[config.mk]
export PLATFORM = sky130hd
export DESIGN_NAME = option_header_message_type_parser_unit
export DESIGN_NICKNAME = d
export VERILOG_FILES = /design/src/rtl/core/opmt_pkg.sv /design/src/rtl/core/opmt_step.sv /design/src/rtl/core/opmt_out_reg.sv /design/src/rtl/core/option_header_message_type_parser_unit.sv
export SDC_FILE = /design/constraint.sdc
export NUM_CORES = 1
export LEC_CHECK = 0
export ABC_AREA = 1
export BUFFER_PORTS_ARGS = -buffer_cell sky130_fd_sc_hd__buf_2
export CAP_MARGIN = 10
export CORE_MARGIN = 1
export CORE_UTILIZATION = 55
export CTS_BUF_LIST = sky130_fd_sc_hd__clkbuf_8 sky130_fd_sc_hd__clkbuf_16
export CTS_CLUSTER_DIAMETER = 120
export CTS_CLUSTER_SIZE = 14
export DETAILED_ROUTE_END_ITERATION = 8
export PLACE_DENSITY = 0.76
export SLEW_MARGIN = 20
export SYNTH_ARGS = -nofsm -noshare
export SYNTH_HDL_FRONTEND = slang
export SYNTH_SLANG_ARGS = --single-unit
export TNS_END_PERCENT = 5
[constraint.sdc]
create_clock -name i_clk -period 4.3 [get_ports i_clk]
set_clock_uncertainty 0.2 [all_clocks]
set_input_delay 0.215 -clock i_clk [delete_from_list [all_inputs] [get_ports i_clk]]
set_output_delay 0.215 -clock i_clk [all_outputs]
set_load 0.01 [all_outputs]
[src/rtl/core/opmt_pkg.sv]
// Package for the option header message type parser.
// Holds payload structs, parse phase enum, parser state struct, sizing constants, reset value and status codes.
// No dependencies.
package opmt_pkg;

    // Default and upper bound of option fields in a header
    localparam int OPT_FIELD_COUNT_DEF = 6;
    localparam int OPT_FIELD_MAX       = 7;
    localparam int OPT_IDX_W           = 3;

    // Reset value of the header flag mask register
    localparam logic [7:0] HEADER_FLAG_MASK_RST = 8'h80;

    // Result status codes
    localparam logic STATUS_FOUND     = 1'b0;
    localparam logic STATUS_TRUNCATED = 1'b1;

    typedef enum logic [2:0] {
        PH_FIRST,
        PH_OPT_LEN,
        PH_SKIP,
        PH_SERVICE,
        PH_TYPE,
        PH_DONE
    } t_phase;

    typedef struct packed {
        logic [7:0] message_byte;
        logic       last_byte;
    } t_in_item;

    typedef struct packed {
        logic [7:0] message_type;
        logic       status;
    } t_out_item;

    typedef struct packed {
        t_phase                     phase;
        logic [OPT_FIELD_MAX-1:0]   options_present;
        logic [OPT_IDX_W-1:0]       option_index;
        logic [7:0]                 bytes_to_skip;
    } t_parse_state;

endpackage

[src/rtl/core/opmt_step.sv]
// Per-byte parse step: next parser state and optional result for one byte.
// Purely combinational; depends on opmt_pkg.
module opmt_step
    import opmt_pkg::*;
#(
    parameter int OPTION_FIELD_COUNT = OPT_FIELD_COUNT_DEF
) (
    input  t_parse_state i_state,
    input  t_in_item     i_item,
    input  logic [7:0]   i_flag_mask,
    output t_parse_state o_state,
    output logic         o_res_valid,
    output t_out_item    o_res
);

    localparam logic [OPT_IDX_W-1:0]     IDX_END  = OPT_IDX_W'(OPTION_FIELD_COUNT);
    localparam logic [OPT_FIELD_MAX-1:0] OPT_BITS =
        OPT_FIELD_MAX'((1 << OPTION_FIELD_COUNT) - 1);

    logic [OPT_FIELD_MAX-1:0] seek_present;
    logic [OPT_IDX_W-1:0]     seek_start;
    logic [OPT_IDX_W-1:0]     seek_idx;
    t_phase                   seek_phase;
    logic [7:0]               skip_dec;

    // Pick the option set and start index for the next-option search
    always_comb begin
        if (i_state.phase == PH_FIRST) begin
            seek_present = i_item.message_byte[OPT_FIELD_MAX-1:0] & OPT_BITS;
            seek_start   = '0;
        end else begin
            seek_present = i_state.options_present;
            seek_start   = i_state.option_index + OPT_IDX_W'(1);
        end
    end

    // Find the lowest present option at or after the start index
    always_comb begin
        seek_idx = IDX_END;
        for (int i = OPTION_FIELD_COUNT - 1; i >= 0; i--) begin
            if (OPT_IDX_W'(i) >= seek_start && seek_present[i]) begin
                seek_idx = OPT_IDX_W'(i);
            end
        end
        seek_phase = (seek_idx < IDX_END) ? PH_OPT_LEN : PH_SERVICE;
    end

    assign skip_dec = i_state.bytes_to_skip - 8'd1;

    // Advance the parser by one byte
    always_comb begin
        o_state     = i_state;
        o_res_valid = 1'b0;
        o_res       = '0;
        case (i_state.phase)
            PH_FIRST: begin
                if ((i_item.message_byte & i_flag_mask) != 8'd0) begin
                    o_state.options_present = seek_present;
                    o_state.option_index    = seek_idx;
                    o_state.phase           = seek_phase;
                end else begin
                    o_state.phase = PH_TYPE;
                end
            end
            PH_OPT_LEN: begin
                o_state.bytes_to_skip = i_item.message_byte;
                if (i_item.message_byte == 8'd0) begin
                    o_state.option_index = seek_idx;
                    o_state.phase        = seek_phase;
                end else begin
                    o_state.phase = PH_SKIP;
                end
            end
            PH_SKIP: begin
                o_state.bytes_to_skip = skip_dec;
                if (skip_dec == 8'd0) begin
                    o_state.option_index = seek_idx;
                    o_state.phase        = seek_phase;
                end
            end
            PH_SERVICE: begin
                o_state.phase = PH_TYPE;
            end
            PH_TYPE: begin
                o_res_valid        = 1'b1;
                o_res.message_type = i_item.message_byte;
                o_res.status       = STATUS_FOUND;
                o_state.phase      = PH_DONE;
            end
            default: begin
            end
        endcase

        // End of message: report truncation if no type yet, then restart
        if (i_item.last_byte) begin
            if (i_state.phase != PH_DONE && !o_res_valid) begin
                o_res_valid        = 1'b1;
                o_res.message_type = 8'd0;
                o_res.status       = STATUS_TRUNCATED;
            end
            o_state.phase           = PH_FIRST;
            o_state.options_present = '0;
            o_state.option_index    = '0;
            o_state.bytes_to_skip   = 8'd0;
        end
    end

endmodule

[src/rtl/core/opmt_out_reg.sv]
// Result register: holds one result until the downstream side takes it.
// Depends on opmt_pkg.
module opmt_out_reg
    import opmt_pkg::*;
(
    input  logic      i_clk,
    input  logic      i_rst_n,
    input  logic      i_load,
    input  t_out_item i_data,
    output logic      o_free,
    output logic      o_valid,
    input  logic      i_ready,
    output t_out_item o_data
);

    logic      r_valid;
    logic      n_valid;
    t_out_item r_data;

    // Free when empty or when the held result transfers this cycle
    assign o_free = !r_valid || i_ready;

    always_comb begin
        n_valid = r_valid;
        if (o_free) begin
            n_valid = i_load;
        end
    end

    always_ff @(posedge i_clk) begin
        if (!i_rst_n) begin
            r_valid <= 1'b0;
        end else begin
            r_valid <= n_valid;
        end
    end

    // Capture payload on load
    always_ff @(posedge i_clk) begin
        if (o_free && i_load) begin
            r_data <= i_data;
        end
    end

    assign o_valid = r_valid;
    assign o_data  = r_data;

endmodule

[src/rtl/core/option_header_message_type_parser_unit.sv]
// A byte is registered on transfer, then parsed from the input register into the result
// register once that register is free; the result is offered from the result register.
// Throughput: one byte per cycle; the input register advances whenever the result
// register is empty or its result transfers in the same cycle.
// Reset (synchronous, active low): parser returns to the first byte phase, both
// registers empty, header flag mask 0x80.
module option_header_message_type_parser_unit
    import opmt_pkg::*;
#(
    parameter int OPTION_FIELD_COUNT = OPT_FIELD_COUNT_DEF
) (
    input  logic       i_clk,
    input  logic       i_rst_n,
    input  logic       i_in_valid,
    output logic       o_in_ready,
    input  t_in_item   i_in_data,
    output logic       o_out_valid,
    input  logic       i_out_ready,
    output t_out_item  o_out_data,
    input  logic       i_cfg_valid,
    output logic       o_cfg_ready,
    input  logic [7:0] i_cfg_data
);

    logic         r_in_valid;
    logic         n_in_valid;
    t_in_item     r_in;
    logic [7:0]   r_flag_mask;
    t_parse_state r_state;
    t_parse_state n_state;
    t_parse_state step_state;
    logic         step_res_valid;
    t_out_item    step_res;
    logic         out_free;
    logic         advance;

    // Configuration write: always accepted
    assign o_cfg_ready = 1'b1;

    always_ff @(posedge i_clk) begin
        if (!i_rst_n) begin
            r_flag_mask <= HEADER_FLAG_MASK_RST;
        end else if (i_cfg_valid) begin
            r_flag_mask <= i_cfg_data;
        end
    end

    // Parse the held byte when the result register can take its outcome
    assign advance    = r_in_valid && out_free;
    assign o_in_ready = !r_in_valid || advance;

    always_comb begin
        n_in_valid = r_in_valid;
        if (o_in_ready) begin
            n_in_valid = i_in_valid;
        end
    end

    always_ff @(posedge i_clk) begin
        if (!i_rst_n) begin
            r_in_valid <= 1'b0;
        end else begin
            r_in_valid <= n_in_valid;
        end
    end

    // Capture input payload on transfer
    always_ff @(posedge i_clk) begin
        if (i_in_valid && o_in_ready) begin
            r_in <= i_in_data;
        end
    end

    opmt_step #(
        .OPTION_FIELD_COUNT(OPTION_FIELD_COUNT)
    ) u_step (
        .i_state     (r_state),
        .i_item      (r_in),
        .i_flag_mask (r_flag_mask),
        .o_state     (step_state),
        .o_res_valid (step_res_valid),
        .o_res       (step_res)
    );

    // Hold parser state unless a byte is consumed
    always_comb begin
        n_state = r_state;
        if (advance) begin
            n_state = step_state;
        end
    end

    always_ff @(posedge i_clk) begin
        if (!i_rst_n) begin
            r_state.phase           <= PH_FIRST;
            r_state.options_present <= '0;
            r_state.option_index    <= '0;
            r_state.bytes_to_skip   <= 8'd0;
        end else begin
            r_state <= n_state;
        end
    end

    opmt_out_reg u_out_reg (
        .i_clk   (i_clk),
        .i_rst_n (i_rst_n),
        .i_load  (advance && step_res_valid),
        .i_data  (step_res),
        .o_free  (out_free),
        .o_valid (o_out_valid),
        .i_ready (i_out_ready),
        .o_data  (o_out_data)
    );

`ifndef SYNTHESIS
    // A consumed last byte always restarts the parser
    a_last_restarts: assert property (@(posedge i_clk) disable iff (!i_rst_n)
        advance && r_in.last_byte |=> r_state.phase == PH_FIRST)
        else $error("parser did not restart after last byte");

    // Truncation results carry a zero type
    a_trunc_zero: assert property (@(posedge i_clk) disable iff (!i_rst_n)
        o_out_valid && o_out_data.status == STATUS_TRUNCATED |->
            o_out_data.message_type == 8'd0)
        else $error("truncation result with nonzero type");

    // Skip phase always has bytes left to skip
    a_skip_nonzero: assert property (@(posedge i_clk) disable iff (!i_rst_n)
        r_state.phase == PH_SKIP |-> r_state.bytes_to_skip != 8'd0)
        else $error("skip phase with zero count");

    // Option index stays inside the field range while reading a length
    a_idx_range: assert property (@(posedge i_clk) disable iff (!i_rst_n)
        r_state.phase == PH_OPT_LEN |->
            r_state.option_index < OPT_IDX_W'(OPTION_FIELD_COUNT))
        else $error("option index out of range");
`endif

endmodule
==> reports/metrics.cfg <==
[timing]
finalCritPeriodShare_pct = 57.7
fin_crit_ns = 2.48
slew_headroom_pct = 36.4
worstMarginPinSlew_ns = 0.946
rsz0062_at_grt = false
setup_viol = 0
setup_tns_ns = 0
fmax_ghz = 0.403
drv_slew = 0
hold_viol = 0

[pwr]
p_seq_share_pct = 53.9
switching_share_pct = 28.2
p_sw_w = 0.000267
p_int_w = 0.000681
pwr-share-clk_pct = 29.2
ir_drop_mv = 0.271
leakagePower_nw = 1.27
power_frac_comb_pct = 16.9
p_per_area_nw_per_um2 = 328

[grt]
grt_pass1_vias = 2182
grt_pass1_wl_mm = 10.1
antenna_found_initial = 0
grtUsageTotal_pct = 29.9
grt_start_max_net_pins = 20
grt-ovfl-total = 0

[critical_path]
path_buf_inv = 2
path_class = register to register
worstPathRequired_ns = 4.29
path_depth = 9
critPathSlowestCell = nor3_1
cp_cell_sequence = inv_1 -> nor3_1 -> inv_1 -> nor2_1 -> nand2_1 -> nand3_1 -> nand2_1 -> o21ai_0 -> nor2_1
path_max_fanout = 11
r2r_cells = 9
cp-start-kind = register
cp.arrival_ns = 2.47
cpPeakStageDelay_ns = 0.73
path_delay_family = simple AND/OR/NAND/NOR gates
crit_path_end_kind = register

[routing]
viasPerCell = 5.44
drt-total-wl_mm = 6.20
vias = 2338
drcViolationCount = 0
first_iter_violations = 189
wire_per_inst_um = 14.4
drtPass1Iterations = 4
ant_nets = 0

[synthesis]
synthDominantCellAreaShare_pct = 24.8
synthMuxAreaShare_pct = 0
synth_xor_area_share_pct = 0.361
syn_avg_cell_area_um2 = 7.39
synth_top_area_cell = dfxtp_1
yosys_warnings = 0
seq_area_frac_synth_pct = 47.1
netlist-cell-type-count = 29
synth-simple-area-share_pct = 31.4
ys_ff_latch = 48
synth_nets = 353
synthAdderAreaFrac_pct = 1.55
synth_top_family_by_area = simple AND/OR/NAND/NOR gates
synth-compound-area-share_pct = 12.1
synth_area_um2 = 2420
syn_inst = 328
synth_area_leaders = dfxtp_1 (25%), edfxtp_1 (22%), nand2_1 (14%)

[floorplan]
fp.dieW_um = 68.4
die-area_um2 = 4680
core.rowCount = 23
start_util_pct = 58.9
core_area_um2 = 4120
num_io_pins = 34
dieHeight_um = 68.4

[placement]
port_buffers = 32
gp_congestion = 0.939
hpwl_mm = 4.04

[finish]
area_growth_pct = 19.1
final_layout_size_suffix_gt1_share_pct = 12.1
nNetsFinal = 404
fin_util_pct = 70.2
num_antenna_cells = 0

[run]
max_cap_violations = 0

[clock_tree]
cts_max_level = 2
root_buffer = clkbuf_8
cts_buffer_depth = 2
cts.sinks = 48
clk_pin_slew_ns = 0.09
cts_buffers = 5
clk_latency_ns = 0.31
cts_tree = yes
cts_resized = 0

[min_path]
hold_depth = 2
hold_path.class = input port to register

[status]
status = finished clean

cells in the mapped netlist:
library cell	count
nand2_1	88
nor2_1	43
inv_1	34
dfxtp_1	30
a21oi_1	26
nand3_1	24
edfxtp_1	18
o21ai_0	17
nand3b_1	7
o211ai_1	7
nor3_1	5
clkbuf_1	4
nand4_1	4
ha_1	3
nand2_2	3
inv_2	2
a211oi_1	1
a31oi_1	1
buf_2	1
buf_4	1
buf_6	1
clkinv_1	1
conb_1	1
nand2_4	1
nor2_2	1
nor2_4	1
o21ai_1	1
o21bai_1	1
xnor2_1	1
power groups by stage:
stage / clock [W] / combinational (W) / sequential, W
floorplan: 0 / 0.000105 / 0.000517
global placement: 0 / 0.000139 / 0.000521
detailed placement: 0 / 0.000141 / 0.000521
CTS: 0.000280 / 0.000155 / 0.000510
global route: 0.000297 / 0.000181 / 0.000514
finish: 0.000277 / 0.000160 / 0.000512
area by class of cell:
type | instances | area (um2)
Fill cell | 346 | 1230
Clock buffer | 6 | 82.6
Timing Repair Buffer | 51 | 350
Multi-Input combinational cell | 236 | 1110
Sequential cell | 48 | 1140
Inverter | 37 | 139
Tap cell | 50 | 62.6
Clock inverter | 2 | 7.51
path summary, 6_finish.rpt:
check	from	endpoint	slack (ns)
max	r_state[19]	r_state[10]	1.82
max reg2reg	r_state[19]	r_state[10]	1.82
min	i_rst_n	r_flag_mask[7]	0.03
min reg2reg	r_state[14]	r_state[14]	0.27
timing repair:
action,4_1_cts,5_1_grt
hold buffers,19,0
buffers inserted,0,0
hold endpoints to repair,19,0
per-stage QoR:
step | instance area (um2) | cells | setup WS (ns) | hold slack, ns | power, W
after floorplan | 2420 | 328 | 2.44 | 0.114 | 0.000623
after global placement | 2610 | 403 | 1.87 | 0.192 | 0.000660
after detailed placement | 2610 | 403 | 1.86 | 0.193 | 0.000662
after CTS | 2890 | 430 | 1.83 | 0.0168 | 0.000946
after global routing | 2890 | 430 | 1.48 | 0.0484 | 0.000991
final | 2890 | 430 | 1.82 | 0.0294 | 0.000949
layout by cell type, fill, tap and decap left out, types with 4 or more instances in the layout:
master         instances
nand3_1               24
a21oi_1               26
inv_1                 35
nor2_1                43
nand4_1                4
dfxtp_1               30
o211ai_1               7
o21ai_0               17
clkbuf_8               6
nand3b_1               7
nand2_1               88
edfxtp_1              18
nor3_1                 5
buf_2                 32
dlygate4sd3_1         19
routing by layer:
metal	GRT usage, %	wire length, um
met5	0	0
met4	9.90	119
met3	7.67	434
met2	49.3	2900
met1	37.9	2740
flip-flops by register name (all words and copies together), names as in the netlist:
register and count:
r_state 20, r_in 9, u_out_reg.o_data 9, r_flag_mask 8, r_in_valid 1, u_out_reg.o_valid 1
worst register-to-register path: stages, from the launching register on:
cell and delay (ns):
dfxtp_1 0.45, inv_1 0.11, nor3_1 0.73, inv_1 0.26
nor2_1 0.16, nand2_1 0.10, nand3_1 0.18, nand2_1 0.06
o21ai_0 0.07, nor2_1 0.05
cell families after synthesis:
group / after synthesis
DFF: 48
buffers and inverters: 44
adders and majority gates: 3
other: 1
and+or+nand+nor: 177
AOI/OAI and AO/OA: 54
xor gates and xnor gates: 1
Note: power is estimated with default switching activity, not from simulation.
